<file path="src/hw/rtl/mch_pkg.sv">
// ----------------------------------------------------------------------------
// mch_pkg
// Shared types and constants for the masked cumulative histogram.
// ----------------------------------------------------------------------------
package mch_pkg;

   localparam int MCH_HIST_BINS_DEF  = 1024;
   localparam int MCH_COUNT_BITS_DEF = 32;

   localparam int SAMPLE_BITS    = 16;
   localparam int SCALE_BITS     = 32;
   localparam int FRAC_BITS      = 16;
   localparam int PROD_BITS      = SAMPLE_BITS + SCALE_BITS;
   localparam int BIN_INDEX_BITS = 10;
   localparam int FRAC_OUT_BITS  = FRAC_BITS + 1;
   localparam int STEP_BITS      = $clog2(FRAC_BITS + 1);
   localparam int QUEUE_DEPTH    = 4;
   localparam int CSR_INDEX_BITS = 1;
   localparam int CSR_DATA_BITS  = 32;

   localparam logic [FRAC_OUT_BITS-1:0] ONE_Q16 = FRAC_OUT_BITS'(1) << FRAC_BITS;

   // register reset values
   localparam logic [SAMPLE_BITS-1:0] VALUE_MIN_RST = '0;
   localparam logic [SCALE_BITS-1:0]  BIN_SCALE_RST = SCALE_BITS'(1023);

   // register indexes
   localparam logic [CSR_INDEX_BITS-1:0] CSR_VALUE_MIN = 1'b0;
   localparam logic [CSR_INDEX_BITS-1:0] CSR_BIN_SCALE = 1'b1;

   // request kinds
   localparam logic REQ_ACCUM   = 1'b0;
   localparam logic REQ_READOUT = 1'b1;

   typedef struct packed {
      logic                   req_type;
      logic [SAMPLE_BITS-1:0] sample_value;
      logic                   sample_missing;
   } mch_req_type;

   typedef struct packed {
      logic [BIN_INDEX_BITS-1:0] bin_index;
      logic [FRAC_OUT_BITS-1:0]  cum_fraction;
      logic                      last_bin;
      logic                      clipped_seen;
      logic                      no_valid;
   } mch_rsp_type;

endpackage

</file>
<file path="src/hw/rtl/mch_div.sv">
// ----------------------------------------------------------------------------
// mch_div
// Restoring divider for the Q16 cumulative fraction, one quotient bit a cycle.
// A sum not below the total gives one (65536) at once.
// ----------------------------------------------------------------------------
module mch_div import mch_pkg::*; #(
   parameter int COUNT_BITS = MCH_COUNT_BITS_DEF
) (
   input  logic                     clock,
   input  logic                     reset,
   input  logic                     start,
   input  logic [COUNT_BITS-1:0]    dividend,
   input  logic [COUNT_BITS-1:0]    divisor,
   output logic                     done,
   output logic [FRAC_OUT_BITS-1:0] quotient
);

   localparam logic [STEP_BITS-1:0] STEPS = STEP_BITS'(FRAC_BITS);

   logic                     busy_ff, busy_in;
   logic [STEP_BITS-1:0]     step_ff, step_in;
   logic [COUNT_BITS-1:0]    rem_ff,  rem_in;
   logic [COUNT_BITS-1:0]    dvs_ff,  dvs_in;
   logic [FRAC_OUT_BITS-1:0] quo_ff,  quo_in;
   logic [COUNT_BITS:0]      shifted, diff;
   logic                     ge;

   assign shifted  = {rem_ff, 1'b0};
   assign diff     = shifted - {1'b0, dvs_ff};
   assign ge       = shifted >= {1'b0, dvs_ff};
   assign done     = busy_ff && (step_ff == '0);
   assign quotient = quo_ff;

   always_comb begin
      busy_in = busy_ff;
      step_in = step_ff;
      rem_in  = rem_ff;
      dvs_in  = dvs_ff;
      quo_in  = quo_ff;
      if (start && !busy_ff) begin
         busy_in = 1'b1;
         dvs_in  = divisor;
         rem_in  = dividend;
         if (dividend >= divisor) begin
            // fraction saturates at one
            quo_in  = ONE_Q16;
            step_in = '0;
         end else begin
            quo_in  = '0;
            step_in = STEPS;
         end
      end else if (busy_ff) begin
         if (step_ff == '0) begin
            busy_in = 1'b0;
         end else begin
            step_in = step_ff - 1'b1;
            rem_in  = ge ? diff[COUNT_BITS-1:0] : shifted[COUNT_BITS-1:0];
            quo_in  = {quo_ff[FRAC_OUT_BITS-2:0], ge};
         end
      end
   end

   always_ff @(posedge clock) begin
      if (reset) begin
         busy_ff <= 1'b0;
         step_ff <= '0;
      end else begin
         busy_ff <= busy_in;
         step_ff <= step_in;
      end
      rem_ff <= rem_in;
      dvs_ff <= dvs_in;
      quo_ff <= quo_in;
   end

endmodule

</file>
<file path="config.mk">
export PLATFORM = sky130hd
export DESIGN_NAME = mch_div
export DESIGN_NICKNAME = d
export VERILOG_FILES = /design/src/hw/rtl/mch_pkg.sv /design/src/hw/rtl/mch_div.sv
export SDC_FILE = /design/constraint.sdc
export NUM_CORES = 1
export LEC_CHECK = 0
export BUFFER_PORTS_ARGS = -buffer_cell sky130_fd_sc_hd__buf_2
export CAP_MARGIN = 30
export CORE_ASPECT_RATIO = 1.75
export CORE_UTILIZATION = 35
export DETAILED_ROUTE_END_ITERATION = 16
export GPL_ROUTABILITY_DRIVEN = 0
export GPL_TIMING_DRIVEN = 0
export PLACE_DENSITY = 0.59
export SYNTH_ARGS = -nofsm -noshare
export SYNTH_HDL_FRONTEND = slang
export SYNTH_SLANG_ARGS = --single-unit
</file>
<file path="constraint.sdc">
create_clock -name clock -period 5 [get_ports clock]
set_input_delay 0.25 -clock clock [delete_from_list [all_inputs] [get_ports clock]]
set_output_delay 0.25 -clock clock [all_outputs]
set_load 0.05 [all_outputs]
</file>
==> Word-level counts from Yosys, hierarchy flattened <==
Index checks and enable logic that the tools add are counted.
{ "classes": {"addsub": 2, "mul": 0, "n_div": 0, "magnitude_cmp": 2, "eq_ne": 1, "n_shift": 0, "mux": 15, "bitwise": 0, "n_reduce_logical": 6} }
{ "op_table": {"columns": ["operator", "count"], "rows": [
  ["32-bit two-way mux", 4],
  ["17-bit two-way mux", 4],
  ["33-bit by 32-bit >= comparator with 1-bit output", 1],
  ["32-bit >= comparator", 1],
  ["32-bit subtractor", 1],
  ["5-bit two-way mux", 4],
  ["5-bit zero test", 1],
  ["5-bit by 1-bit subtractor with 5-bit output (second input constant)", 1],
  ["1-bit two-way mux", 3],
  ["1-bit logical AND", 2],
  ["2-bit inequality test (second input constant)", 1],
  ["2-bit AND reduction", 1],
  ["2-bit nonzero test", 1],
  ["1-bit zero test", 1]
]} }
{ "totals": {"ff_bits": 87, "latch_bits": 0, "ram_bits": 0, "mem_bits_ro": 0, "inputBits": 67, "output_inout_bits": 18, "wordCells": 31, "n_memories": 0} }

==> Longest topological paths before layout <==
{ "logic_depth": {"depth_word": 5, "ltp_mapped": 13, "mapped_depth_nobuf": 10} }

==> Worst setup path before layout <==
No wires, ideal clock.
{ "synth_path": {"path_type": "register -> register", "start": "reg rem_ff[13]", "end": "reg rem_ff[10], data pin", "setup_time_ps": 270, "arrival_ps": 2904, "required_time_ps": 4730, "setup_slack_ps": 1826, "stages_incl_launch_ff": 12, "n_path_buf": 2, "synth_period_minus_slack_ps": 3174, "cell_sequence": "edfxtp_1 ha_1 a21o_1 a211o_1 a311o_1 o2111a_1 o2111a_2 or3_1 buf_6 buf_6 mux2i_1 a21oi_1"} }
{ "synth_via": {"elab_chain_len": 5} }
{ "synth_lines": {"columns": ["element", "line_no", "text"], "rows": [
  ["start, declared", "mch_div.sv:22", "logic [COUNT_BITS-1:0] rem_ff, rem_in;"],
  ["start signal, assigned", "mch_div.sv:71", "rem_ff <= rem_in;"],
  ["33-bit by 32-bit >= comparator with 1-bit output", "mch_div.sv:30", "assign ge = shifted >= {1'b0, dvs_ff};"],
  ["32-bit two-way mux", "mch_div.sv:57", "rem_in = ge ? diff[COUNT_BITS-1:0] : shifted[COUNT_BITS-1:0];"],
  ["32-bit two-way mux", "mch_div.sv:53", "if (step_ff == '0) begin"],
  ["32-bit two-way mux", "mch_div.sv:52", "end else if (busy_ff) begin"],
  ["32-bit two-way mux", "mch_div.sv:40", "if (start && !busy_ff) begin"],
  ["net rem_in[10]", "mch_div.sv:22", null]
]} }
The timed path passes the listed nets, and every way through them passes these cells. The select of a mux whose other input is x is not followed.
A chain may end at the register's enable or synchronous reset.

==> Final worst setup path <==
{ "layout_path": {"start": "reg rem_ff[4]", "end": "reg rem_ff[23], data pin"} }
{ "layout_via": {"elab_chain_len": 5, "elab_cells_between_ends": 6, "classes_between": "add/sub: 1; order compare: 1; mux: 4"} }
{ "layout_lines": {"columns": ["element", "line_no"], "rows": [
  ["32-bit subtractor or 33-bit by 32-bit >= comparator with 1-bit output (tied branches)", "mch_div.sv:29, mch_div.sv:30"],
  ["32-bit two-way mux *", "mch_div.sv:57"],
  ["32-bit two-way mux *", "mch_div.sv:53"],
  ["32-bit two-way mux *", "mch_div.sv:52"],
  ["32-bit two-way mux *", "mch_div.sv:40"],
  ["net rem_in[23]", "mch_div.sv:22"]
]} }
The timed path passes the listed nets; every way through them passes the cells marked *. The select of a mux whose other input is x is not followed.

==> metrics <==
status complete, no violations; delay-heaviest family, CP compound AO/OA/AOI/OAI gates; GR Util All Layers 0.197; CP Capture Type register; io pins 85; global-route wire length before repair 28400 µm; final hold violations 0; Core ar. 17500 µm²; Placed Cells 990; row count 64; fin cells 1006; postcts setup bufs 0; clock sinks 87; vias in the first global route 5423; final wirelength 17900 µm; synth top area cells edfxtp_1 39%, ha_1 13%, a21oi_1 5.1%; Mapped Nets 807; routed vias 5399; Die X 104 µm; yosys synthesis warning count 0; Seq/Total Area, Yosys 0.404; RSZ-0062 raised after global routing false; P_leak 3.43 nW; Post-Layout Inst Area 7380 µm²; minimum clock period 3.66 ns; TritonCTS buffer count 9; pwr dens 407 nW/µm²; Slew @ Worst Pin 0.886 ns; Crit Path Category reg2reg; largest net degree at the start of global routing 29; post-synth top area cell edfxtp_1; Syn-to-layout area delta 16.9%; Max H-tree Level 3; drt initial violations 266; post-route ant nets 0; Buffers & Inverters on Critical Path 3; fill cell count 1808; CP arrival 3.81 ns; CTS max path bufs 2; GRT overflow 0; drt first pass iters 5; critical-path maximum fanout 10; setup violators final 0; cell area after synthesis 6320 µm²; setup ws final 1.34 ns; port buffer count 84; CP startpoint kind register; root buffer cell clkbuf_16; CP required 5.14 ns; antenna cell count 0; Yosys cell types 57; Post-Syn Area per Cell 9.39 µm²; Post-synth top flop edfxtp_1; Synth Register Bits 87; DR WL/cell 17.8 µm; cts hold-fix bufs 0; clock latency on the worst-skew pair 0.35 ns; Max-Cap Viols 0; top cell type's share of synthesized area 0.385; dpl hpwl 13900 µm; class of the worst hold path in2reg; TritonCTS clock tree yes; die height 180 µm; crit path max-delay cell type edfxtp_1; reg-to-reg setup timing slack 1.34 ns; fin crit share 0.732; post-cts sizing count 0; instance area after placement 7070 µm²; Setup Total Neg Slack 0 ns; starting density of the core 0.360; Max-slew headroom 0.402; Gate Count Post-Synth 673; worst vdd ir 0.198 mV; DRC viols 0; Worst Hold Margin 0.0810 ns; worst stage delay on the critical path 0.41 ns; number of synthesized flops with an enable pin 81; Achievable Freq 0.273 GHz; Die Area 18600 µm²; worst path cell trace ha_1 -> clkbuf_1 -> nand4_1 -> or2_2 -> a31oi_1 -> o2111a_1 -> o2111a_2 -> or3_1 -> buf_6 -> buf_2 -> nand3_1 -> a21oi_1; vias per cell 5.37; initial antenna violation count 0; Slew Limit Fails 0; Post-Place Worst Slack 1.39 ns; CTS clock-pin slew for the worst setup and hold paths 0.08 ns; layout cells sized above 1 0.147; skew final 0.0119 ns; nets 904; Post-synth ARST share 0
==> final timing paths <==
path                                   to  cells after the start                     from
setup reg to reg     rem_ff[23]$_DFFE_PP_                     12      rem_ff[4]$_DFFE_PP_
hold / removal        dvs_ff[1]$_DFFE_PP_                      1               divisor[1]
hold reg to reg   step_ff[4]$_SDFFE_PP0P_                      2  step_ff[4]$_SDFFE_PP0P_
setup / recovery     rem_ff[23]$_DFFE_PP_                     12      rem_ff[4]$_DFFE_PP_
==> worst reg2reg max path: stages (launching register included) <==
cell	delay [ns]
edfxtp_1	0.41
ha_1	0.29
clkbuf_1	0.32
nand4_1	0.20
or2_2	0.31
a31oi_1	0.26
o2111a_1	0.30
o2111a_2	0.27
or3_1	0.14
buf_6	0.17
buf_2	0.33
nand3_1	0.16
a21oi_1	0.30
==> synth_stat cells (3+ instances only) <==
| master | n |
|---|---|
| nand4_1 | 11 |
| nand3_1 | 15 |
| o21bai_1 | 3 |
| and3_1 | 7 |
| or3_1 | 8 |
| nor3_1 | 8 |
| nor2_1 | 56 |
| ha_1 | 66 |
| and2_1 | 20 |
| o31ai_1 | 7 |
| a211o_1 | 3 |
| nor4_1 | 5 |
| o21a_1 | 7 |
| o311ai_0 | 3 |
| a21o_1 | 29 |
| o211ai_1 | 5 |
| a21oi_1 | 64 |
| clkbuf_1 | 17 |
| xnor2_1 | 16 |
| o21ai_0 | 24 |
| inv_1 | 77 |
| nand2_1 | 44 |
| nand2b_1 | 5 |
| a211oi_1 | 6 |
| edfxtp_1 | 81 |
| dfxtp_1 | 6 |
| xor2_1 | 6 |
| and4_1 | 3 |
| a31oi_1 | 14 |
| nor2b_1 | 4 |
| a2111oi_0 | 3 |
| mux2i_1 | 18 |
| o211a_1 | 3 |
==> cells in the final DEF, fill, tap and decap left out, types with 18 or more instances in the layout <==
cell	instances
a21o_1	29
a21oi_1	64
and2_1	20
buf_2	86
edfxtp_1	81
ha_1	66
inv_1	77
mux2i_1	18
nand2_1	43
nor2_1	56
o21ai_0	24
==> cell type report <==
type	count	area, µm²	share of cell area
Sequential cell	87	2550	0.346
Buffer	22	101	0.0137
Timing Repair Buffer	86	460	0.0624
Multi-Input combinational cell	487	3380	0.457
Clock inverter	7	88.8	0.0120
Inverter	77	289	0.0391
Tap cell	231	289	0.0391
Clock buffer	9	225	0.0305
==> flip-flops by register name, indices dropped and copies added (netlist names) <==
signal    cells
dvs_ff       32
rem_ff       32
quotient     17
step_ff       5
busy_ff       1
==> kinds of logic (layout without fill, tap and decap cells) <==
kind of cell    count (synthesis)  in the layout  share of synthesized area
simple gates                  194            194                      0.151
xor+xnor                       22             22                     0.0305
mux                            20             20                     0.0321
buf+inv                        99            201                     0.0616
flops                          87             87                      0.404
compound gates                184            184                      0.187
fa+ha+maj                      67             67                      0.134
==> metrics by stage <==
stage                     power [mW]  utilization
after detailed placement        2.29        0.403
after global routing            3.19        0.421
after global placement          2.28        0.401
final                           3.00        0.421
after floorplan                 1.95            -
after CTS                       3.01        0.421
==> where the power goes <==
group / switching (mW) / total (mW) / internal (mW) / leakage, nW
Clock: 0.353 / 0.712 / 0.359 / 0.152
Sequential: 0.0577 / 1.01 / 0.949 / 0.833
Combinational: 0.790 / 1.28 / 0.495 / 2.45
Total: 1.20 / 3.00 / 1.80 / 3.43
==> routing by layer <==
| layer | global-route usage | up-vias | part of all wire |
|---|---|---|---|
| li1 | - | 2647 | - |
| met5 | 0 | - | 0 |
| met4 | 0.111 | 0 | 0.048 |
| met2 | 0.365 | 143 | 0.53 |
| met3 | 0.0265 | 44 | 0.029 |
| met1 | 0.212 | 2565 | 0.39 |
Power figures use the tool's default switching activity.
