**src/hw/rtl/mch_pkg.sv**
```systemverilog
// ----------------------------------------------------------------------------
// mch_pkg
// Shared types and constants for the masked cumulative histogram.
// ----------------------------------------------------------------------------
package mch_pkg;

   localparam int MCH_HIST_BINS_DEF  = 1024;
   localparam int MCH_COUNT_BITS_DEF = 32;

   localparam int SAMPLE_BITS    = 16;
   localparam int SCALE_BITS     = 32;
   localparam int FRAC_BITS      = 16;
   localparam int PROD_BITS      = SAMPLE_BITS + SCALE_BITS;
   localparam int BIN_INDEX_BITS = 10;
   localparam int FRAC_OUT_BITS  = FRAC_BITS + 1;
   localparam int STEP_BITS      = $clog2(FRAC_BITS + 1);
   localparam int QUEUE_DEPTH    = 4;
   localparam int CSR_INDEX_BITS = 1;
   localparam int CSR_DATA_BITS  = 32;

   localparam logic [FRAC_OUT_BITS-1:0] ONE_Q16 = FRAC_OUT_BITS'(1) << FRAC_BITS;

   // register reset values
   localparam logic [SAMPLE_BITS-1:0] VALUE_MIN_RST = '0;
   localparam logic [SCALE_BITS-1:0]  BIN_SCALE_RST = SCALE_BITS'(1023);

   // register indexes
   localparam logic [CSR_INDEX_BITS-1:0] CSR_VALUE_MIN = 1'b0;
   localparam logic [CSR_INDEX_BITS-1:0] CSR_BIN_SCALE = 1'b1;

   // request kinds
   localparam logic REQ_ACCUM   = 1'b0;
   localparam logic REQ_READOUT = 1'b1;

   typedef struct packed {
      logic                   req_type;
      logic [SAMPLE_BITS-1:0] sample_value;
      logic                   sample_missing;
   } mch_req_type;

   typedef struct packed {
      logic [BIN_INDEX_BITS-1:0] bin_index;
      logic [FRAC_OUT_BITS-1:0]  cum_fraction;
      logic                      last_bin;
      logic                      clipped_seen;
      logic                      no_valid;
   } mch_rsp_type;

endpackage

```
**src/hw/rtl/mch_queue.sv**
```systemverilog
// ----------------------------------------------------------------------------
// mch_queue
// Short register queue between the front and the back.
// ----------------------------------------------------------------------------
module mch_queue import mch_pkg::*; #(
   parameter int WIDTH = 8,
   parameter int DEPTH = QUEUE_DEPTH
) (
   input  logic             clock,
   input  logic             reset,
   input  logic             push_valid,
   output logic             push_ready,
   input  logic [WIDTH-1:0] push_data,
   output logic             pop_valid,
   input  logic             pop_ready,
   output logic [WIDTH-1:0] pop_data
);

   localparam int PTR_BITS = (DEPTH > 1) ? $clog2(DEPTH) : 1;
   localparam int CNT_BITS = $clog2(DEPTH + 1);
   localparam logic [PTR_BITS-1:0] LAST_PTR = PTR_BITS'(DEPTH - 1);
   localparam logic [CNT_BITS-1:0] FULL_CNT = CNT_BITS'(DEPTH);

   logic [WIDTH-1:0]    slot_ff [DEPTH];
   logic [PTR_BITS-1:0] head_ff, head_in;
   logic [PTR_BITS-1:0] tail_ff, tail_in;
   logic [CNT_BITS-1:0] count_ff, count_in;
   logic                do_push, do_pop;

   assign push_ready = count_ff != FULL_CNT;
   assign pop_valid  = count_ff != '0;
   assign pop_data   = slot_ff[head_ff];
   assign do_push    = push_valid && push_ready;
   assign do_pop     = pop_valid && pop_ready;

   always_comb begin
      head_in  = head_ff;
      tail_in  = tail_ff;
      count_in = count_ff;
      if (do_push) begin
         tail_in = (tail_ff == LAST_PTR) ? '0 : tail_ff + 1'b1;
      end
      if (do_pop) begin
         head_in = (head_ff == LAST_PTR) ? '0 : head_ff + 1'b1;
      end
      if (do_push && !do_pop) begin
         count_in = count_ff + 1'b1;
      end else if (do_pop && !do_push) begin
         count_in = count_ff - 1'b1;
      end
   end

   always_ff @(posedge clock) begin
      if (reset) begin
         head_ff  <= '0;
         tail_ff  <= '0;
         count_ff <= '0;
      end else begin
         head_ff  <= head_in;
         tail_ff  <= tail_in;
         count_ff <= count_in;
      end
      if (do_push) begin
         slot_ff[tail_ff] <= push_data;
      end
   end

endmodule

```
**config.mk**
```make
export PLATFORM = sky130hd
export DESIGN_NAME = mch_queue
export DESIGN_NICKNAME = d
export VERILOG_FILES = /design/src/hw/rtl/mch_pkg.sv /design/src/hw/rtl/mch_queue.sv
export SDC_FILE = /design/constraint.sdc
export NUM_CORES = 1
export LEC_CHECK = 0
export BUFFER_PORTS_ARGS = -buffer_cell sky130_fd_sc_hd__buf_4
export CORE_ASPECT_RATIO = 1.4
export CORE_MARGIN = 10
export CORE_UTILIZATION = 45
export DETAILED_ROUTE_END_ITERATION = 7
export PLACE_DENSITY_LB_ADDON = 0.3
export SYNTH_ARGS = -nofsm -noshare
export SYNTH_HDL_FRONTEND = slang
export SYNTH_SLANG_ARGS = --single-unit
```
**constraint.sdc**
```tcl
create_clock -name clock -period 2.05 [get_ports clock]
set_input_delay 0.3075 -clock clock [delete_from_list [all_inputs] [get_ports clock]]
set_output_delay 0.3075 -clock clock [all_outputs]
set_load 0.02 [all_outputs]
```
==> After elaboration in Yosys (flattened, before gate mapping) <==
Memories as Yosys holds them, arrays and structs flattened. A register that Yosys moved wholly into a read port is not among the register bits.
Index checks and enable logic that the tools add are counted.
{ "word_totals": {"register_bits": 7, "ramBits": 32, "elab_cells": 27, "n_memories": 1} }
{ "op_classes": {"add_sub_neg": 4, "n_eq_ne": 3, "n_mux": 8, "reduce_logical": 8} }
{ "mem_list": {"columns": ["name", "depth", "width", "rd", "rd_clocked_by_memory_dff", "wr", "line_no", "text"], "rows": [
  ["slot_ff", 4, 8, 1, 1, 1, "mch_queue.sv:24", "logic [WIDTH-1:0] slot_ff [DEPTH];"]
]} }
{ "op_table": {"columns": ["cell", "count"], "rows": [
  ["2-to-1 mux 2 bit", 4],
  ["2-to-1 mux 3 bit", 2],
  ["adder 2 x 1 -> 2 bit, second input constant", 2],
  ["equality test 2 bit, second input constant", 2],
  ["logical AND 1 bit", 4],
  ["adder 3 x 1 -> 3 bit, second input constant", 1],
  ["inequality test 3 bit, second input constant", 1],
  ["nonzero test 3 bit", 1],
  ["subtractor 3 x 1 -> 3 bit, second input constant", 1],
  ["zero test 1 bit", 2],
  ["2-to-1 mux 1 bit", 2],
  ["nonzero test 2 bit", 1]
]} }

==> Longest topological paths before layout <==
Gate-level depths: netlist of the first run.
{ "depth": {"depth_word": 6, "depth_mapped": 9} }

==> Worst setup path after synthesis of the first run <==
OpenSTA, ideal clock, no wires.
{ "synth_path": {"kind": "reg2reg", "from": "register count_ff[0]", "to": "register count_ff[2]", "setup_time_ps": 70, "arrival_ps": 2151, "required_time_ps": 1980, "setup_slack_ps": -171, "stages_incl_launch_ff": 10, "cell_sequence": "dfxtp_1 > or3b_1 > clkbuf_2 > and2_4 > ha_1 > inv_1 > fa_1 > xor2_1 > or3_2 > a21oi_1"} }
{ "synth_between": {"elab_chain_cells": 5} }
{ "synth_lines": {"columns": ["item", "line_no", "text"], "rows": [
  ["from (decl)", "mch_queue.sv:27", "logic [CNT_BITS-1:0] count_ff, count_in;"],
  ["from (signal assigned)", "mch_queue.sv:61", "count_ff <= count_in;"],
  ["inequality test 3 bit *", "mch_queue.sv:30", "assign push_ready = count_ff != FULL_CNT;"],
  ["net push_ready", "mch_queue.sv:12", "output logic push_ready,"],
  ["logical AND 1 bit *", "mch_queue.sv:33", "assign do_push = push_valid && push_ready;"],
  ["net do_push", "mch_queue.sv:28", "logic do_push, do_pop;"],
  ["zero test 1 bit", "mch_queue.sv:48", "end else if (do_pop && !do_push) begin"],
  ["logical AND 1 bit", "mch_queue.sv:48", null],
  ["nonzero test 2 bit (no source line)", null, null]
]} }
Mark *: on every way through the listed nets, which the timed path passes. The rest lies on a longest branch. The select of a mux whose other input is x is not followed.
A chain may end at the register's enable or synchronous reset.

==> Worst setup path in the final report of the first run <==
{ "layout_path": {"from": "register count_ff[0]", "to": "register count_ff[2]"} }
{ "layout_between": {"elab_chain_cells": 5} }
{ "layout_lines": {"columns": ["item", "line_no"], "rows": [
  ["inequality test 3 bit *", "mch_queue.sv:30"],
  ["logical AND 1 bit *", "mch_queue.sv:33"],
  ["net do_push", "mch_queue.sv:28"],
  ["zero test 1 bit", "mch_queue.sv:48"],
  ["logical AND 1 bit", "mch_queue.sv:48"],
  ["nonzero test 2 bit (no source line)", null]
]} }
Marked as above.

==> summary.txt, run 1 <==
Die Y: 91.3 microns
Max-Cap Viols: 0
CTS Buf Count: 5
max layer used: met4
crit path cell chain: or3b_1, and2_4, ha_4, inv_2, fa_2, xor2_1, or3_4, a21oi_1
die area: 0.00648 sq mm
period utilization: 0.940
met3 WL: 165 microns
ANT nets after route: 0
critical path class: flip-flop to flip-flop
Nets: 136
register-to-register setup slack: 0.12 ns
starting density of the core: 0.475
layout cells sized above 1: 0.441
hold_sp: push_data[3]
Main synth FF type: edfxtp_1
routability congestion estimate: 0.679
fmax: 0.519 GHz
Met1 Wirelength: 1090 microns
Post-CTS Setup Inserts: 0
grt ovf: 0
hpwl dp: 2000 microns
ANT cells: 0
root buf cell: clkbuf_8
commonest cells in the netlist: 32 x edfxtp_1, 9 x dfxtp_1, 8 x mux4_2
Clk pin slew, worst setup/hold paths: 0.07 ns
Die X: 70.9 microns
Ports: 22
worst-margin pin slew: 0.391 ns
CP startpoint: count_ff[0]
setup_tns: 0 ns
Unique masters post-synth: 26
unrepaired setup endpoints after global routing: false
top cell type's share of synthesized area: 0.588
cts-stage hold buffer count: 0
main area contributors after synthesis: edfxtp_1 59%, dfxtp_1 11%, mux4_2 11%
FILL cells: 283
final instance area: 0.00197 sq mm
reg-to-reg critical path startpoint: count_ff[0]
first-pass GRT wire length: 4500 microns
Worst-Skew Late Latency: 0.28 ns
Routed WL per cell: 17.4 microns
fraction of registers with async set or reset after synthesis: 0
most common cell in the netlist: edfxtp_1
Mapped Avg Cell Area: 18.2 sq um
clk buf depth: 2
final hold viol count: 0
crit-path max FO: 5
FP Rows: 25
Slew headroom: 0.739
Final Max Slew Viols: 0
PnR worst setup slack: 0.122 ns
core area: 0.00344 sq mm
crit path launch type: flip-flop
worst hold path class: primary input to flip-flop
vias in the first global route: 935
initial antenna violation count: 0
CP endpoint kind: flip-flop
area post-placement: 0.00188 sq mm
drt via density: 5.29
area leader, netlist: edfxtp_1
CP Data Arrival Time: 2.14 ns
Finish-stage setup viols: 0
final worst path period need: 1.93 ns
Vias: 836
maximum vdd drop: 0.874 mV
Clock Skews: 0.00273 ns
number of synthesized flops with an enable pin: 32
Routed met2 length: 1440 microns
Syn. warnings: 0
DRC: 0
total power: 2.43 mW
number of clock sinks: 41
Seq cells post-synth: 41
pre-CTS WS: 0.0587 ns
Seq/Total Area, Yosys: 0.698
status: complete, no violations
TritonCTS clock tree: yes
PortBufs: 21
PD cells: 1240 mW/mm^2
Clock H-tree levels: 2
DR iter-0 viols: 32
GRT Overall Usage: 0.0874
critical path required time: 2.26 ns
Post-Synthesis Cells: 90
net count of the mapped netlist: 109
largest net degree at the start of global routing: 12
Area Growth Syn to Fin: 20.3%
cell area after synthesis: 0.00163 sq mm
Pre-antenna DRT Iters: 3
largest stage delay on the critical path: 0.39 ns
CP max-delay cell: or3b_1
leakage: 0.718 nW
final WL: 2740 microns
registers in the layout, indices dropped and copies added (netlist names), named ones only:
register	flops
head_ff	2
count_ff	3
slot_ff	32
tail_ff	2
cells in the final DEF, fill, tap and decap left out, drive strengths merged:
cell    netlist  final
a21oi         2      2
and2          1      1
and3          4      4
buf           2     24
clkbuf        2      8
dfxtp         9      9
edfxtp       32     32
fa            1      1
ha            6      6
inv           3      3
mux2i         3      3
mux4          8      8
nand2         1      1
nand2b        2      2
nand3         1      1
nor2          3      3
nor3          1      1
o21ai         1      1
o31ai         2      2
or3           3      3
or3b          1      1
xor2          2      2
cells by family (layout without fill, tap and decap cells):
family,count (synthesis),after routing,share of synthesized area
flip-flops,41,41,0.698
AO/OA/AOI/OAI,5,5,0.0214
adder cells (fa/ha/maj),7,7,0.0582
multiplexers,11,11,0.129
AND/OR/NAND/NOR,17,17,0.0651
buffers and inverters,7,35,0.0176
XOR/XNOR,2,2,0.0107
power breakdown:
group          leakage [nW]  switching (mW)  internal (mW)  total (mW)
logic                 0.310           0.392          0.428       0.819
registers             0.369          0.0909           1.03        1.12
clock network        0.0395           0.246          0.242       0.488
total                 0.718           0.729           1.70        2.43
timing repair:
action                                  4_1_cts  5_1_grt
endpoints found under the hold margin         0        0
resized for setup                             0        1
endpoints found under the setup margin        0        1
critical path: cells and delay by family, from the launching register on:
| family | cells | cell delay [ns] |
|---|---|---|
| AOI/OAI and AO/OA | 1 | 0.12 |
| adders and majority gates | 2 | 0.35 |
| xor gates and xnor gates | 1 | 0.08 |
| and+or+nand+nor | 3 | 0.88 |
| DFF | 1 | 0.37 |
| buffers and inverters | 1 | 0.05 |
routing by layer:
metal | track usage | vias up
met5 | 0 | -
met4 | 0.0388 | 0
met3 | 0.0370 | 4
met2 | 0.149 | 22
met1 | 0.0906 | 414
li1 | - | 396
stage by stage:
step                      std cells  hold WS, ns  utilization
after detailed placement        150        0.486        0.545
after global placement          150        0.475        0.545
after CTS                       158        0.215        0.569
final                           158        0.221        0.571
after floorplan                  90        0.406            -
after global routing            158        0.213        0.571
worst paths after layout:
path | to | cells past startpoint
worst min-delay path | slot_ff[1][3] | 1
worst max register to register | count_ff[2] | 8
worst max-delay path | count_ff[2] | 8
worst min register to register | flip-flop | 2
cell type report:
cell class / instances / area, sq um / area share
inverters: 3 / 11.3 / 0.00573
flip-flops and latches: 41 / 1150 / 0.584
multi-input cells: 42 / 497 / 0.253
clock buffers: 8 / 80.1 / 0.0407
repair buffers: 24 / 180 / 0.0917
well taps: 40 / 50.0 / 0.0255
No activity file was read; power rests on OpenSTA's default activity.
==> inputs of run 2 (changes only) <==
--- a/config.mk
+++ b/config.mk
@@ -6,8 +6,8 @@
 export NUM_CORES = 1
 export LEC_CHECK = 0
 export BUFFER_PORTS_ARGS = -buffer_cell sky130_fd_sc_hd__buf_4
-export CORE_ASPECT_RATIO = 1.4
-export CORE_MARGIN = 10
+export CORE_ASPECT_RATIO = 1.5
+export CORE_MARGIN = 4
 export CORE_UTILIZATION = 45
 export DETAILED_ROUTE_END_ITERATION = 7
 export PLACE_DENSITY_LB_ADDON = 0.3
==> constraint.sdc (replaced) <==
create_clock -name clock -period 2.05 [get_ports clock]
set_input_delay 0.3075 -clock clock [delete_from_list [all_inputs] [get_ports clock]]
set_output_delay 0.3075 -clock clock [all_outputs]
set_load 0.005 [all_outputs]
==> summary.txt, run 2 (same netlist as run 1, synthesis figures left out) <==
status: complete, no violations
Clock H-tree levels: 2
area post-placement: 0.00187 sq mm
Worst-Skew Late Latency: 0.28 ns
period utilization: 0.972
ANT cells: 0
Vias: 849
worst hold path class: primary input to flip-flop
TritonCTS clock tree: yes
CTS Buf Count: 5
final instance area: 0.00203 sq mm
root buf cell: clkbuf_8
crit path launch type: flip-flop
Routed WL per cell: 16.1 microns
DR iter-0 viols: 16
leakage: 0.751 nW
CP Buf/Inv Count: 2
grt ovf: 0
maximum vdd drop: 0.856 mV
Clk pwr share: 0.211
die area: 0.00468 sq mm
hold_ws: 0.219 ns
DRC: 0
clk buf depth: 2
Switch Pwr: 659 uW
fmax: 0.502 GHz
Finish-stage setup viols: 0
PnR worst setup slack: 0.0579 ns
core area: 0.00345 sq mm
CP max-delay cell: dfxtp_4
Slew headroom: 0.730
unrepaired setup endpoints after global routing: false
first-pass GRT wire length: 4310 microns
switch share: 0.268
routability congestion estimate: 0.656
Inst Count DP: 152
layout cells sized above 1: 0.475
crit-path max FO: 4
largest net degree at the start of global routing: 13
worst-margin pin slew: 0.404 ns
Final Max Slew Viols: 0
Combinational Power Share: 0.331
Power Internal: 1.80 mW
crit path cell chain: buf_12, o31ai_4, ha_4, inv_1, fa_2, xor2_1, or3_4, a21oi_2
Top reg by flops: slot_ff
pre-CTS WS: -0.0162 ns
CP endpoint kind: flip-flop
drt via density: 5.18
Top Family by Delay on Critical Path: adder cells
Die Y: 81.8 microns
Clock Skews: 0.00434 ns
number of clock sinks: 41
Final Non-Filler Cells: 164
largest stage delay on the critical path: 0.36 ns
GRT Overall Usage: 0.130
critical path required time: 2.27 ns
Die X: 57.2 microns
hpwl dp: 1860 microns
final WL: 2640 microns
Largest register FFs: 32
vias in the first global route: 902
Pre-antenna DRT Iters: 4
commonest non-fill, non-tap cell in the layout: edfxtp_1
PortBufs: 21
final worst path period need: 1.99 ns
CP Data Arrival Time: 2.21 ns
Area Growth Syn to Fin: 24.3%
Nets: 140
starting density of the core: 0.474
Max-Cap Viols: 0
FILL cells: 274
sequential power share: 0.458
most frequent cells in the layout: 32 x edfxtp_1, 27 x buf_4, 8 x mux4_2
largest registers: slot_ff: 32 flops, count_ff: 3 flops
critical path class: flip-flop to flip-flop
Ports: 22
FP Rows: 26
setup_tns: 0 ns
Clk pin slew, worst setup/hold paths: 0.07 ns
final hold viol count: 0
ANT nets after route: 0
initial antenna violation count: 0
PD cells: 1210 mW/mm^2
## run 2: changes by cell type in the layout (fill, tap and decap cells not counted)
cell	before	now
or3b_4	0	1
a21oi_1	2	1
buf_4	24	27
dfxtp_4	1	3
clkbuf_1	3	2
a21oi_2	0	1
inv_1	2	3
inv_2	1	0
buf_12	0	1
or3b_1	1	0
clkbuf_8	5	6
dfxtp_2	2	0
## run 2: worst paths after layout
check / startpoint / to / slack, ns / cells past startpoint
setup / recovery: count_ff[2] / count_ff[2] / 0.06 / 8
hold / removal: push_data[3] / slot_ff[2][3] / 0.22 / 1
setup reg to reg: count_ff[2] / count_ff[2] / 0.06 / 8
hold reg to reg: head_ff[0] / head_ff[0] / 0.51 / 2
## run 2: layer usage
metal / part of all wire / GRT usage / wire, microns / up-vias
met5: 0 / 0 / 0 / -
met4: 0.021 / 0.0626 / 56 / 0
met3: 0.065 / 0.0519 / 172 / 6
met2: 0.53 / 0.232 / 1410 / 23
met1: 0.38 / 0.130 / 1000 / 411
li1: - / - / - / 409
## run 2: area by class of cell
class,count,area [sq um],area share
tap,42,52.6,0.0259
timing repair buffer,28,223,0.110
inverter,3,11.3,0.00554
multi-input combinational,42,503,0.248
sequential,41,1150,0.567
clock buffer,8,90.1,0.0443
## run 2: timing repair
item / CTS / global route
resized for setup: 5 / 2
hold buffers: 0 / 0
buffers inserted: 1 / 3
endpoints found under the setup margin: 1 / 1
pin swaps: 2 / 3
## run 2: power groups by stage
| stage | logic [mW] | clock network (mW) | registers [mW] |
|---|---|---|---|
| 5_1_grt | 0.887 | 0.596 | 1.14 |
| 6_report | 0.813 | 0.518 | 1.13 |
| 3_5_place_dp | 0.684 | 0 | 1.13 |
| 3_3_place_gp | 0.652 | 0 | 1.12 |
| 4_1_cts | 0.744 | 0.537 | 1.13 |
| 2_1_floorplan | 0.433 | 0 | 1.10 |
## run 2: worst register-to-register path, stage by stage (launching register included)
cell and delay, ns:
dfxtp_4 0.36, buf_12 0.12, o31ai_4 0.28, ha_4 0.18
inv_1 0.05, fa_2 0.33, xor2_1 0.16, or3_4 0.33
a21oi_2 0.11
## run 2: metrics by stage
step                total power [mW]  utilization
floorplan                       1.54            -
global placement                1.77        0.541
detailed placement              1.82        0.541
CTS                             2.41        0.577
global route                    2.62        0.589
finish                          2.46        0.589
==> inputs of run 3 (changes only) <==
==> constraint.sdc (replaced) <==
create_clock -name clock -period 2.1 [get_ports clock]
set_input_delay 0.315 -clock clock [delete_from_list [all_inputs] [get_ports clock]]
set_output_delay 0.315 -clock clock [all_outputs]
set_load 0.005 [all_outputs]
==> summary.txt, run 3 (same netlist as run 1, synthesis figures left out) <==
Worst-Skew Late Latency: 0.29 ns
Die Y: 81.8 microns
Top Family by Delay on Critical Path: simple AND/OR/NAND/NOR gates
setup_tns: 0 ns
WP depth: 8
Area Growth Syn to Fin: 22.1%
number of clock sinks: 41
CP Data Arrival Time: 2.17 ns
Top reg by flops: slot_ff
Clk pwr share: 0.217
routability congestion estimate: 0.793
final core occ: 0.579
critical path required time: 2.32 ns
Nets: 137
first-pass GRT wire length: 4380 microns
Clock H-tree levels: 2
Power Internal: 1.70 mW
Vias: 858
Switch Pwr: 633 uW
final worst path period need: 1.95 ns
maximum vdd drop: 0.682 mV
Pre-antenna DRT Iters: 3
Final Max Slew Viols: 0
Die X: 57.2 microns
Slew headroom: 0.719
CP endpoint kind: flip-flop
FILL cells: 294
fmax: 0.513 GHz
grt ovf: 0
Largest register FFs: 32
clk buf depth: 2
sequential power share: 0.472
status: complete, no violations
Max-Cap Viols: 0
crit path launch type: flip-flop
leakage: 0.734 nW
die area: 0.00468 sq mm
M3 GR Usage: 0.0393
CTS Buf Count: 5
PnR worst setup slack: 0.149 ns
DR iter-0 viols: 17
unrepaired setup endpoints after global routing: false
GR peak layer: met2
GRT met1 Usage: 0.126
Hold Crit Depth: 1
crit-path max FO: 5
Clk pin slew, worst setup/hold paths: 0.07 ns
worst hold path class: primary input to flip-flop
ANT nets after route: 0
flip-flop and latch area: 0.00115 sq mm
Ports: 22
final WL: 2620 microns
largest stage delay on the critical path: 0.36 ns
period utilization: 0.929
ANT cells: 0
FP Rows: 26
register-to-register setup slack: 0.15 ns
most frequent cells in the layout: 32 x edfxtp_1, 25 x buf_4, 8 x mux4_2
Finish-stage setup viols: 0
GRT Overall Usage: 0.131
crit path cell chain: or3b_4, and2_4, ha_4, inv_2, fa_2, xor2_1, or3_4, a21oi_2
PortBufs: 21
area of the multi-input gates: 503 sq um
starting density of the core: 0.474
largest registers: slot_ff: 32 flops, count_ff: 3 flops
core area: 0.00345 sq mm
largest net degree at the start of global routing: 13
R2R cell count: 8
switch share: 0.272
drt via density: 5.33
commonest non-fill, non-tap cell in the layout: edfxtp_1
initial antenna violation count: 0
CP Buf/Inv Count: 1
layout cells sized above 1: 0.479
DRC: 0
root buf cell: clkbuf_8
CP max-delay cell: dfxtp_4
Clock Skews: 0.00451 ns
worst-margin pin slew: 0.421 ns
pre-CTS WS: -0.0512 ns
hold_ws: 0.227 ns
TritonCTS clock tree: yes
vias in the first global route: 943
hpwl dp: 1890 microns
critical path class: flip-flop to flip-flop
Routed WL per cell: 16.3 microns
Combinational Power Share: 0.311
final hold viol count: 0
PD cells: 1170 mW/mm^2
global routing usage on met2: 0.246
[run 3: cell count changes in the layout (fill, tap and decap cells not counted), sizes merged]
| cell | previous run | this run |
|---|---|---|
| clkinv | 0 | 2 |
| buf | 28 | 25 |
| clkbuf | 8 | 6 |
[run 3: path summary, 6_finish.rpt]
path / startpoint / endpoint
setup / recovery: count_ff[2] / count_ff[2]
hold / removal: push_data[4] / slot_ff[2][4]
setup reg to reg: count_ff[2] / count_ff[2]
hold reg to reg: tail_ff[1] / tail_ff[1]
[run 3: power by group through the flow]
stage | Combinational (mW) | Sequential [mW] | Clock (mW)
after detailed placement | 0.660 | 1.10 | 0
after floorplan | 0.416 | 1.07 | 0
after global placement | 0.634 | 1.09 | 0
after CTS | 0.716 | 1.10 | 0.521
after global routing | 0.808 | 1.12 | 0.569
final | 0.725 | 1.10 | 0.504
[run 3: metal layers]
layer,share of wire,vias to the layer above
li1,-,402
met1,0.35,429
met2,0.58,20
met3,0.046,7
met4,0.022,0
met5,0,-
[run 3: layout make-up]
class,instances,share of cell area
flip-flops and latches,41,0.576
clock buffers,6,0.0414
inverters,3,0.00564
clock inverters,2,0.00439
well taps,42,0.0263
multi-input cells,42,0.252
repair buffers,25,0.0940
[run 3: stage by stage]
stage          instances  power [mW]  area (sq um)
5_1_grt              161        2.49          2000
3_5_place_dp         152        1.76          1860
6_report             161        2.33          2000
4_1_cts              160        2.34          1980
2_1_floorplan         90        1.49          1640
3_3_place_gp         152        1.72          1860
[run 3: worst register-to-register path, stage by stage (launching register included)]
cell	delay, ns
dfxtp_4	0.36
or3b_4	0.23
and2_4	0.14
ha_4	0.13
inv_2	0.04
fa_2	0.35
xor2_1	0.16
or3_4	0.33
a21oi_2	0.13
[run 3: timing repair]
action	4_1_cts	5_1_grt
setup buffers	0	1
hold buffers	0	0
endpoints found under the setup margin	1	1
pin swaps	3	0
resized for setup	9	2
