--- src/hw/rtl/mch_pkg.sv ---
// ----------------------------------------------------------------------------
// mch_pkg
// Shared types and constants for the masked cumulative histogram.
// ----------------------------------------------------------------------------
package mch_pkg;

   localparam int MCH_HIST_BINS_DEF  = 1024;
   localparam int MCH_COUNT_BITS_DEF = 32;

   localparam int SAMPLE_BITS    = 16;
   localparam int SCALE_BITS     = 32;
   localparam int FRAC_BITS      = 16;
   localparam int PROD_BITS      = SAMPLE_BITS + SCALE_BITS;
   localparam int BIN_INDEX_BITS = 10;
   localparam int FRAC_OUT_BITS  = FRAC_BITS + 1;
   localparam int STEP_BITS      = $clog2(FRAC_BITS + 1);
   localparam int QUEUE_DEPTH    = 4;
   localparam int CSR_INDEX_BITS = 1;
   localparam int CSR_DATA_BITS  = 32;

   localparam logic [FRAC_OUT_BITS-1:0] ONE_Q16 = FRAC_OUT_BITS'(1) << FRAC_BITS;

   // register reset values
   localparam logic [SAMPLE_BITS-1:0] VALUE_MIN_RST = '0;
   localparam logic [SCALE_BITS-1:0]  BIN_SCALE_RST = SCALE_BITS'(1023);

   // register indexes
   localparam logic [CSR_INDEX_BITS-1:0] CSR_VALUE_MIN = 1'b0;
   localparam logic [CSR_INDEX_BITS-1:0] CSR_BIN_SCALE = 1'b1;

   // request kinds
   localparam logic REQ_ACCUM   = 1'b0;
   localparam logic REQ_READOUT = 1'b1;

   typedef struct packed {
      logic                   req_type;
      logic [SAMPLE_BITS-1:0] sample_value;
      logic                   sample_missing;
   } mch_req_type;

   typedef struct packed {
      logic [BIN_INDEX_BITS-1:0] bin_index;
      logic [FRAC_OUT_BITS-1:0]  cum_fraction;
      logic                      last_bin;
      logic                      clipped_seen;
      logic                      no_valid;
   } mch_rsp_type;

endpackage

--- src/hw/rtl/mch_front.sv ---
// ----------------------------------------------------------------------------
// mch_front
// Accepts requests, drops nodata samples, computes and clamps the bin index
// over two stages and pushes the classified transaction into the queue.
// Also holds the configuration registers.
// ----------------------------------------------------------------------------
module mch_front import mch_pkg::*; #(
   parameter int HIST_BINS = MCH_HIST_BINS_DEF
) (
   input  logic                          clock,
   input  logic                          reset,
   input  logic                          req_valid,
   output logic                          req_ready,
   input  mch_req_type                   req_data,
   input  logic                          csr_valid,
   output logic                          csr_ready,
   input  logic [CSR_INDEX_BITS-1:0]     csr_index,
   input  logic [CSR_DATA_BITS-1:0]      csr_wdata,
   input  logic                          clear_busy,
   output logic                          q_valid,
   input  logic                          q_ready,
   output logic [$clog2(HIST_BINS)+1:0]  q_data
);

   localparam int BIN_BITS = $clog2(HIST_BINS);
   localparam logic [SCALE_BITS-1:0] LAST_IDX = SCALE_BITS'(HIST_BINS - 1);

   logic [SAMPLE_BITS-1:0] value_min_ff, value_min_in;
   logic [SCALE_BITS-1:0]  bin_scale_ff, bin_scale_in;

   logic                   s1_valid_ff, s1_valid_in;
   logic                   s1_kind_ff,  s1_kind_in;
   logic                   s1_below_ff, s1_below_in;
   logic [SAMPLE_BITS-1:0] s1_diff_ff,  s1_diff_in;

   logic                   s2_valid_ff, s2_valid_in;
   logic                   s2_kind_ff,  s2_kind_in;
   logic                   s2_below_ff, s2_below_in;
   logic [PROD_BITS-1:0]   s2_prod_ff,  s2_prod_in;

   logic                   s1_free, s2_free, req_take, csr_take;
   logic [SAMPLE_BITS:0]   diff_wide;
   logic [SCALE_BITS-1:0]  idx_hi;
   logic                   over;
   logic [BIN_BITS-1:0]    q_index;
   logic                   q_clip;

   assign csr_ready = 1'b1;
   assign csr_take  = csr_valid && csr_ready;

   assign s2_free   = !s2_valid_ff || q_ready;
   assign s1_free   = !s1_valid_ff || s2_free;
   assign req_ready = s1_free && !clear_busy;
   // a nodata sample changes nothing, so it goes no further
   assign req_take  = req_valid && req_ready &&
                      !(req_data.req_type == REQ_ACCUM && req_data.sample_missing);

   assign diff_wide = {1'b0, req_data.sample_value} - {1'b0, value_min_ff};
   assign idx_hi    = s2_prod_ff[PROD_BITS-1:FRAC_BITS];
   assign over      = idx_hi > LAST_IDX;

   always_comb begin
      value_min_in = value_min_ff;
      bin_scale_in = bin_scale_ff;
      if (csr_take) begin
         case (csr_index)
            CSR_VALUE_MIN: value_min_in = csr_wdata[SAMPLE_BITS-1:0];
            CSR_BIN_SCALE: bin_scale_in = csr_wdata[SCALE_BITS-1:0];
            default: ;
         endcase
      end

      s1_valid_in = s1_valid_ff;
      s1_kind_in  = s1_kind_ff;
      s1_below_in = s1_below_ff;
      s1_diff_in  = s1_diff_ff;
      if (s1_free) begin
         s1_valid_in = req_take;
         s1_kind_in  = req_data.req_type;
         s1_below_in = diff_wide[SAMPLE_BITS];
         s1_diff_in  = diff_wide[SAMPLE_BITS-1:0];
      end

      s2_valid_in = s2_valid_ff;
      s2_kind_in  = s2_kind_ff;
      s2_below_in = s2_below_ff;
      s2_prod_in  = s2_prod_ff;
      if (s2_free) begin
         s2_valid_in = s1_valid_ff;
         s2_kind_in  = s1_kind_ff;
         s2_below_in = s1_below_ff;
         s2_prod_in  = PROD_BITS'(s1_diff_ff) * PROD_BITS'(bin_scale_ff);
      end
   end

   always_comb begin
      q_index = idx_hi[BIN_BITS-1:0];
      q_clip  = 1'b0;
      if (s2_kind_ff == REQ_READOUT) begin
         q_index = '0;
      end else if (s2_below_ff) begin
         q_index = '0;
         q_clip  = 1'b1;
      end else if (over) begin
         q_index = LAST_IDX[BIN_BITS-1:0];
         q_clip  = 1'b1;
      end
   end

   assign q_valid = s2_valid_ff;
   assign q_data  = {s2_kind_ff, q_clip, q_index};

   always_ff @(posedge clock) begin
      if (reset) begin
         value_min_ff <= VALUE_MIN_RST;
         bin_scale_ff <= BIN_SCALE_RST;
         s1_valid_ff  <= 1'b0;
         s2_valid_ff  <= 1'b0;
      end else begin
         value_min_ff <= value_min_in;
         bin_scale_ff <= bin_scale_in;
         s1_valid_ff  <= s1_valid_in;
         s2_valid_ff  <= s2_valid_in;
      end
      s1_kind_ff  <= s1_kind_in;
      s1_below_ff <= s1_below_in;
      s1_diff_ff  <= s1_diff_in;
      s2_kind_ff  <= s2_kind_in;
      s2_below_ff <= s2_below_in;
      s2_prod_ff  <= s2_prod_in;
   end

endmodule

--- config.mk ---
export PLATFORM = sky130hd
export DESIGN_NAME = mch_front
export DESIGN_NICKNAME = d
export VERILOG_FILES = /design/src/hw/rtl/mch_pkg.sv /design/src/hw/rtl/mch_front.sv
export SDC_FILE = /design/constraint.sdc
export NUM_CORES = 1
export LEC_CHECK = 0
export CORE_UTILIZATION = 40
export CTS_CLUSTER_SIZE = 25
export DETAILED_ROUTE_END_ITERATION = 10
export DONT_BUFFER_PORTS = 1
export MAX_ROUTING_LAYER = met4
export PLACE_DENSITY_LB_ADDON = 0.2
export SYNTH_ARGS = -nofsm -noshare
export SYNTH_HDL_FRONTEND = slang
export SYNTH_SLANG_ARGS = --single-unit
--- constraint.sdc ---
create_clock -name clock -period 10.3 [get_ports clock]
set_input_delay 2.06 -clock clock [delete_from_list [all_inputs] [get_ports clock]]
set_output_delay 2.06 -clock clock [all_outputs]
set_load 0.03 [all_outputs]
* Word level (Yosys, flattened, before mapping)
Index checks and enable logic that the tools add are counted.
Word-level totals: bits in latches 0, memory bits (read-only) 0, bits in registers 118, memory bits (writable) 0, logic and storage cells 33, bits of input ports 57, output and inout bits 15, memories 0
Cells by class: order comparisons 1, muxes and demuxes 6, equal/unequal tests 0, reduce and logical (&&, ||, !) cells 12, div/mod/pow operators 0, bitwise gates (word level) 2, add/subtract/negate cells 1, $mul 1, shift operators 0
Operator list (number):
- 16-bit by 32-bit multiplier with 48-bit output | 1
- 32-bit by 10-bit greater-than comparator with 1-bit output (second input constant) | 1
- 10-bit two-way mux | 3
- 16-bit by 16-bit subtractor with 17-bit output | 1
- 1-bit logical AND | 4
- 1-bit logical NOT | 4
- 2-bit AND reduction | 2
- 1-bit two-way mux | 3
- 1-bit logical OR | 2
- 1-bit NOT | 2

* Depth between registers and ports, before layout
Gate-level depths: netlist of run 1.
word-level depth 6, depth in mapped cells 24, gate-level depth less buffers 23

* Worst setup path before layout of run 1
No wires, ideal clock.
path kind reg-to-reg, from reg bin_scale_ff[7], to reg s2_prod_ff[40], data pin, path buffers 1, library setup time 262 ps, clock period less this slack 6174 ps, path slack 4126 ps, required time 10038 ps, cell stages (with the launch flop) 24, data arrival time 5912 ps, path through dfxtp_1 -> clkbuf_1 -> nand2_1 -> fa_1 -> inv_1 -> fa_1 -> inv_1 -> fa_1 -> inv_1 -> fa_1 -> fa_1 -> inv_1 -> fa_1 -> inv_1 -> ha_1 -> a21oi_2 -> nor2b_1 -> o21a_1 -> or4_1 -> nor2_2 -> o31ai_4 -> a221oi_4 -> o21ai_1 -> xor2_1
On the way: word-level cells in the longest chain between the ends 1
RTL lines:
- start, declared | line mch_front.sv:29 | logic [SCALE_BITS-1:0] bin_scale_ff, bin_scale_in;
- start signal, assigned | line mch_front.sv:121 | bin_scale_ff <= bin_scale_in;
- 16-bit by 32-bit multiplier with 48-bit output | line mch_front.sv:92 | s2_prod_in = PROD_BITS'(s1_diff_ff) * PROD_BITS'(bin_scale_ff);
- end signal, assigned | line mch_front.sv:130 | s2_prod_ff <= s2_prod_in;
- end, declared | line mch_front.sv:39 | logic [PROD_BITS-1:0] s2_prod_ff, s2_prod_in;
No other way between the ends. A chain may end at the register's enable or synchronous reset.

* Worst setup path after layout of run 1
from reg bin_scale_ff[13], to reg s2_prod_ff[39], data pin
Same word-level chain as after synthesis.

==> results.txt, run 1 <==
The run finished with clean final reports. The logs give 0 for the buffers inserted during post-CTS setup optimization and 0.267 for the met1 capacity usage during global routing. For this design, the CTS-stage hold fixing added 0 buffers.

The number of input and output port buffers inserted was 0; the row count was 81. For the sequential fraction of the synthesis area, the log shows 0.128. For this run, design rule violations remaining after detail routing come to 0.

The number of antenna violations at the first check in global routing is 1. The initial DRC count is 795, and the clock sink count is 102. Routability-driven placement finished with a final weighted congestion of 0.867. The max capacitance violation total was 0; the number of setup violations in the final report was 0. The clock input transition at the sequential cells of the worst setup and hold paths was 0.09 ns; the height of the die was 226 um.

The tightest min-delay check is of the reg -> reg type. Buffers inserted during clock tree synthesis total 9. The die area came out at 0.0510 mm2.

The final worst-path cycle share is 0.683, and the setup slack of the critical path after layout is 3.27 ns. The area growth from synthesis to layout is 4.46%. Setup repair after global routing left no endpoint under its margin. The placed instances occupy a cell area of 0.0206 mm2. The maximum number of pins on one net before global-route repair was 51. The logs give 15200 for the number of global-route vias before repair and 0 for the residual antenna-violating net count after detailed routing. The run gives 0 as the final number of max-transition violations. The tools report the setup TNS as 0 ns. First-pass GRT wire length: 84500 um. The worst setup path is launched from a flip-flop. The starting density of the core was 0.407; the count of state elements after synthesis was 102. The worst path in the final design needs a cycle of 7.03 ns, including I/O delays and setup. Dividing the synthesized area by the synthesized cell count gives 8.98 um2. For the worst clock skew on the final layout, the log shows 0.0158 ns. The H-tree was split into 3 levels. The final route contains 14500 vias. The total global routing track utilization is 0.227. TritonCTS built the clock tree. Timing analysis after detailed placement gives a worst setup slack of 3.31 ns. The logs give 0 for the count of final hold-check violations and 41300 um for the HPWL after detailed placement.

Summed over all layers, the global routing overflow is 0. Using the TritonRoute via totals, the vias-per-cell ratio works out to 5.14. At the pin with the least slew margin, the transition time is 1.11 ns. The proportion of register bits with asynchronous set or reset after synthesis was 0. For the met2 track demand over resource in global routing, the log shows 0.400.

For this run, the top clock speed supported by timing is 142 MHz. The routed wire length is 53600 um, and the largest driver fanout on the critical path is 17. The run gives 0.258 as the normalized max-slew margin. The tree is rooted in a sky130_fd_sc_hd__clkbuf_16. The met3 usage in global routing was 0.0225; the synthesized instance count was 2229. met2 is the most crowded layer. The logs give 0.0209 mm2 for the final non-filler cell area and 0.0492 mm2 for the core region area. The tools report the first-pass iteration count of the detailed router as 7. The clock tree buffer depth was 2; the post-detailed-route wirelength per cell was 19.0 um. The die is 226 um wide. When the netlist entered floorplanning its net count stood at 2837. After synthesis the cells add up to 0.0200 mm2.

Endpoint type of the worst setup path: a flip-flop. The dominant synthesized flop cell is sky130_fd_sc_hd__edfxtp_1. The number of enable-type register cells in the synthesized netlist was 52. 72 I/O pins were placed. The tools report the count of cell types in the netlist as 58. The number of gates resized after cts was 0; the proportion of layout cells with a drive suffix above 1 was 0.0236. Data on the critical path is required at its endpoint by 10.44 ns.

The critical path is of the reg -> reg type. For the worst setup path, the data arrival time is 7.17 ns. The clock network latency to the later pin of the worst-skew pair came out at 0.40 ns.

The Yosys step of the flow raised 0 warnings. The final layout contains 2766 nets.
## metrics by stage
stage | utilization | hold WS [ns] | std cells
2_1_floorplan | - | 0.400 | 2229
3_3_place_gp | 0.420 | 0.407 | 2811
3_5_place_dp | 0.420 | 0.418 | 2811
4_1_cts | 0.425 | 0.438 | 2827
5_1_grt | 0.426 | 0.447 | 2828
6_report | 0.426 | 0.435 | 2828
## cell families after synthesis
logic type,count (synthesis),synth area share
simple gates,762,0.182
buf+inv,573,0.108
fa+ha+maj,551,0.501
compound gates,197,0.0620
flops,102,0.128
xor+xnor,43,0.0188
other cells,1,0.000187
## cell usage in the layout, fill, tap and decap left out, types with 3 or more instances in the layout
| cell type | n |
|---|---|
| sky130_fd_sc_hd__a211oi_1 | 5 |
| sky130_fd_sc_hd__nand3b_1 | 11 |
| sky130_fd_sc_hd__fa_1 | 418 |
| sky130_fd_sc_hd__nand3_1 | 8 |
| sky130_fd_sc_hd__nor2b_1 | 9 |
| sky130_fd_sc_hd__xor2_1 | 17 |
| sky130_fd_sc_hd__o211ai_1 | 4 |
| sky130_fd_sc_hd__and4_1 | 3 |
| sky130_fd_sc_hd__o21ai_0 | 27 |
| sky130_fd_sc_hd__buf_4 | 26 |
| sky130_fd_sc_hd__inv_1 | 465 |
| sky130_fd_sc_hd__a21oi_1 | 85 |
| sky130_fd_sc_hd__clkbuf_16 | 9 |
| sky130_fd_sc_hd__nand2b_1 | 5 |
| sky130_fd_sc_hd__and2_1 | 218 |
| sky130_fd_sc_hd__or3_1 | 3 |
| sky130_fd_sc_hd__or4_1 | 3 |
| sky130_fd_sc_hd__o21bai_1 | 11 |
| sky130_fd_sc_hd__a21oi_2 | 3 |
| sky130_fd_sc_hd__edfxtp_1 | 52 |
| sky130_fd_sc_hd__dfxtp_1 | 50 |
| sky130_fd_sc_hd__and3_1 | 10 |
| sky130_fd_sc_hd__a31oi_1 | 6 |
| sky130_fd_sc_hd__ha_1 | 133 |
| sky130_fd_sc_hd__nand2_1 | 428 |
| sky130_fd_sc_hd__a41oi_1 | 4 |
| sky130_fd_sc_hd__a21boi_0 | 5 |
| sky130_fd_sc_hd__nand4_1 | 11 |
| sky130_fd_sc_hd__a21o_1 | 17 |
| sky130_fd_sc_hd__xnor2_1 | 26 |
| sky130_fd_sc_hd__nor3_1 | 9 |
| sky130_fd_sc_hd__o21a_1 | 15 |
| sky130_fd_sc_hd__nor4_1 | 4 |
| sky130_fd_sc_hd__nor2_1 | 33 |
## routing by layer
metal	wire length (um)	vias up
met1	21800	7585
met4	1580	0
met5	0	-
li1	-	6527
met2	28500	317
met3	1750	94
## registers in the layout, indices dropped and copies added, names as in the netlist
signal and cells:
s1_kind_ff 1, bin_scale_ff 32, value_min_ff 16, q_valid 1, s2_kind_ff 1, s1_diff_ff 16
s1_valid_ff 1, s2_prod_ff 32, s2_below_ff 1, s1_below_ff 1
## final cells by class
| cell class | count | area [um2] |
|---|---|---|
| Antenna cell | 1 | 2.50 |
| Clock buffer | 9 | 225 |
| Clock inverter | 7 | 66.3 |
| Fill cell | 4912 | 28200 |
| Inverter | 465 | 1750 |
| Multi-Input combinational cell | 1554 | 15300 |
| Sequential cell | 102 | 2560 |
| Tap cell | 664 | 831 |
| Timing Repair Buffer | 26 | 195 |
## cell usage after synthesis, drive strengths merged, types with 15 or more instances
| library cell | n | area share |
|---|---|---|
| clkbuf | 103 | 0.019 |
| xor2 | 17 | 0.0074 |
| nor2 | 34 | 0.0065 |
| xnor2 | 26 | 0.011 |
| dfxtp | 50 | 0.050 |
| a21o | 17 | 0.0064 |
| fa | 418 | 0.42 |
| o21a | 15 | 0.0056 |
| nand2 | 428 | 0.080 |
| and2 | 218 | 0.068 |
| ha | 133 | 0.083 |
| edfxtp | 52 | 0.078 |
| a21oi | 88 | 0.023 |
| inv | 465 | 0.087 |
| o21ai | 29 | 0.0072 |
## critical path, cell delays in order (launching register included)
cell                      delay, ns
sky130_fd_sc_hd__dfxtp_1       0.90
sky130_fd_sc_hd__nand2_1       0.20
sky130_fd_sc_hd__fa_1          0.55
sky130_fd_sc_hd__fa_1          0.53
sky130_fd_sc_hd__fa_1          0.52
sky130_fd_sc_hd__inv_1         0.06
sky130_fd_sc_hd__fa_1          0.50
sky130_fd_sc_hd__fa_1          0.49
sky130_fd_sc_hd__inv_1         0.05
sky130_fd_sc_hd__fa_1          0.48
sky130_fd_sc_hd__inv_1         0.04
sky130_fd_sc_hd__ha_1          0.37
sky130_fd_sc_hd__and3_1        0.25
sky130_fd_sc_hd__nand4_1       0.11
sky130_fd_sc_hd__o21ai_0       0.43
sky130_fd_sc_hd__a41oi_1       0.36
sky130_fd_sc_hd__o31ai_1       0.56
sky130_fd_sc_hd__inv_1         0.08
sky130_fd_sc_hd__a21oi_1       0.18
sky130_fd_sc_hd__xor2_1        0.09
## path summary, 6_finish.rpt
check	startpoint	endpoint	slack [ns]	depth (start not counted)
worst max-delay path	bin_scale_ff[13]	s2_prod_ff[39]	3.27	19
worst min-delay path	s1_kind_ff	s2_kind_ff	0.43	0
worst max register to register	bin_scale_ff[13]	s2_prod_ff[39]	3.27	19
worst min register to register	s1_kind_ff	s2_kind_ff	0.43	0
Power of run 1 is not shown: default switching activity piles up to over one toggle a cycle in this logic, so the estimate is an artifact.
==> inputs of run 2 (changes only) <==
==> constraint.sdc (replaced) <==
create_clock -name clock -period 7.18 [get_ports clock]
set_input_delay 1.436 -clock clock [delete_from_list [all_inputs] [get_ports clock]]
set_output_delay 1.436 -clock clock [all_outputs]
set_load 0.03 [all_outputs]
==> run 2 against run 1 <==
Critical path type unchanged; non-clock buffer count rose by 42; die area did not move; first-iteration DRC count fell by 15%; sequential share of layout area fell by 0.18 points; critical path depth rose by 2; fmax rose by 3.5%; register-to-register slack got worse by 2.9 ns; hold slack got worse by 0.0091 ns.
==> results.txt, run 2 (same netlist as run 1, synthesis figures left out) <==
In the layout the commonest cells are sky130_fd_sc_hd__inv_1, sky130_fd_sc_hd__nand2_1, sky130_fd_sc_hd__fa_1. The run gives 0 as the number of antenna violations at the first check in global routing. The met3 usage in global routing was 0.0186. The final number of max-transition violations was 0.

Based on the critical path, the design can be clocked at up to 147 MHz. The horizontal die dimension is 226 um, and the diode insertion count for antenna repair is 0. The logs give 0 for the total global routing overflow and 81 for the row count. The number of clock buffers inserted by TritonCTS came out at 9.

The largest registers in the layout are bin_scale_ff x32, s2_prod_ff x32. The final worst-path cycle share came out at 0.946. The total global routing track utilization was 0.226; the pin slew with the least headroom to its limit was 1.16 ns. The final critical path time including I/O delays and setup is 6.79 ns. The largest driver fanout on the critical path was 18.

The number of gates resized after CTS was 0. TritonCTS built the clock tree. STA classifies the critical path endpoint as a flip-flop.

Entering global routing, the biggest net connects 51 pins. The post-detailed-route wirelength per cell is 18.4 um. The most used routing layer is met2. For the number of setup violations in the final report, the log shows 0.

The tools report the CTS H-tree depth as 3. The normalized max-slew margin is 0.226, and the die area is 0.0510 mm2. The worst setup path is of the reg -> reg kind. The run gives 0.432 as the share of the core filled with cells in the final layout. The tool flagged a number of max-cap violations equal to 0.

The proportion of layout cells with a drive suffix above 1 was 0.0413. Top-level I/O count: 72. Across all layers, the routed design uses 14400 vias. The logs give 0.407 for the starting density of the core and 52700 um for the routed wire length. In the final layout, the multi-input gates occupy 0.0153 mm2.

For the area taken by flip-flops and latches, the log shows 0.00256 mm2. The launching element type of the critical path was a flip-flop. The worst clock skew on the final layout was 0.0182 ns.

For the core region area, the log shows 0.0492 mm2. Number of filler cells placed in the layout: 4910. The run finished with clean final reports. The logs give 0.387 for the met2 track demand over resource in global routing and 44300 um for the HPWL after detailed placement. For the worst-skew pair, the clock arrives at the later sink with an insertion delay of 0.38 ns.

For the met1 capacity usage during global routing, the log shows 0.289. The logs give 0 for the number of DRC violations after detailed routing and 85800 um for the first-pass GRT wire length. In the routed layout, each cell is associated on average with a via count of 5.02. For the signal arrival time at the worst endpoint, the log shows 6.91 ns. Setup repair after global routing left no endpoint under its margin. Input and output buffers added on the ports amount to 0. STA puts the critical path data required time at 7.29 ns. The logs give 676 for the initial DRC count and 2808 for the count of nets after finishing. The number of global-route vias before repair is 15600, and the clock input transition at the sequential cells of the worst setup and hold paths is 0.07 ns.

From synthesis to final layout, the design area changed by 6.06%. In the final timing run, aggregate negative setup slack is 0 ns. In this run the remaining antenna-violating nets after routing total 0. The library cell used as clock root buffer was sky130_fd_sc_hd__clkbuf_16. Measured along the y axis, the die boundary spans 226 um. The longest clock path from root to sink contains 2 buffers. The count of final hold-check violations was 0. Class of the tightest hold or removal check: reg -> reg. The final RePlAce weighted congestion is 0.877. The most common cell after layout, fill and taps aside was sky130_fd_sc_hd__inv_1. The first detailed-routing pass ran for 5 iterations. The run gives 102 as the clock sink count.
==> run 2: cell count changes in the layout (fill, tap and decap cells not counted) <==
cell / delta
sky130_fd_sc_hd__buf_4: +40
sky130_fd_sc_hd__buf_12: +2
sky130_fd_sc_hd__clkbuf_1: +2
sky130_fd_sc_hd__clkinv_2: -1
sky130_fd_sc_hd__clkinv_4: -1
sky130_fd_sc_hd__clkinv_8: -1
sky130_fd_sc_hd__clkinvlp_4: +1
sky130_fd_sc_hd__diode_2: -1
sky130_fd_sc_hd__inv_6: +1
sky130_fd_sc_hd__inv_8: -1
==> run 2: layout make-up <==
class | count | area share
clock buffers | 11 | 0.0110
clock inverters | 5 | 0.00194
inverters | 465 | 0.0822
multi-input cells | 1554 | 0.720
flip-flops and latches | 102 | 0.121
well taps | 664 | 0.0391
repair buffers | 68 | 0.0252
==> run 2: what timing repair did <==
item                       in CTS  in global routing
setup buffers                   0                  4
hold buffers                    0                  0
hold endpoints to repair        0                  0
setup endpoints to repair       0                  2
==> run 2: worst paths after layout <==
check	startpoint	slack, ns	cells after the start	endpoint
setup reg to reg	s1_diff_ff[3]	0.39	21	s2_prod_ff[47]
setup / recovery	s1_diff_ff[3]	0.39	21	s2_prod_ff[47]
hold reg to reg	s1_kind_ff	0.43	0	s2_kind_ff
hold / removal	s1_kind_ff	0.43	0	s2_kind_ff
==> run 2: metrics by stage <==
stage	hold WS [ns]	instances	setup slack (ns)	instance area [um2]
after floorplan	0.400	2229	1.01	20000
after global placement	0.403	2849	0.481	20900
after detailed placement	0.406	2849	0.316	20900
after CTS	0.424	2865	0.265	21200
after global routing	0.446	2869	0.0263	21200
final	0.426	2869	0.385	21200
==> run 2: worst max-delay path, stage by stage, from the launching register on <==
cell and delay [ns]:
sky130_fd_sc_hd__edfxtp_1 0.87, sky130_fd_sc_hd__buf_4 0.30, sky130_fd_sc_hd__nand2_1 0.09, sky130_fd_sc_hd__fa_1 0.47, sky130_fd_sc_hd__fa_1 0.47, sky130_fd_sc_hd__fa_1 0.52, sky130_fd_sc_hd__fa_1 0.57, sky130_fd_sc_hd__inv_1 0.06
sky130_fd_sc_hd__fa_1 0.48, sky130_fd_sc_hd__inv_1 0.05, sky130_fd_sc_hd__fa_1 0.47, sky130_fd_sc_hd__inv_1 0.05, sky130_fd_sc_hd__ha_1 0.34, sky130_fd_sc_hd__and4_1 0.24, sky130_fd_sc_hd__and4_1 0.20, sky130_fd_sc_hd__a32oi_1 0.26
sky130_fd_sc_hd__a21oi_1 0.18, sky130_fd_sc_hd__a211o_1 0.37, sky130_fd_sc_hd__nand3_1 0.13, sky130_fd_sc_hd__nand3_1 0.11, sky130_fd_sc_hd__a31oi_1 0.22, sky130_fd_sc_hd__xnor2_1 0.09
==> run 2: layer usage <==
| metal | share of wire | wire [um] |
|---|---|---|
| met1 | 0.43 | 22800 |
| met2 | 0.51 | 27100 |
| met3 | 0.034 | 1790 |
| met4 | 0.020 | 1030 |
| met5 | 0 | 0 |
Power of run 2 is left out for the same reason.
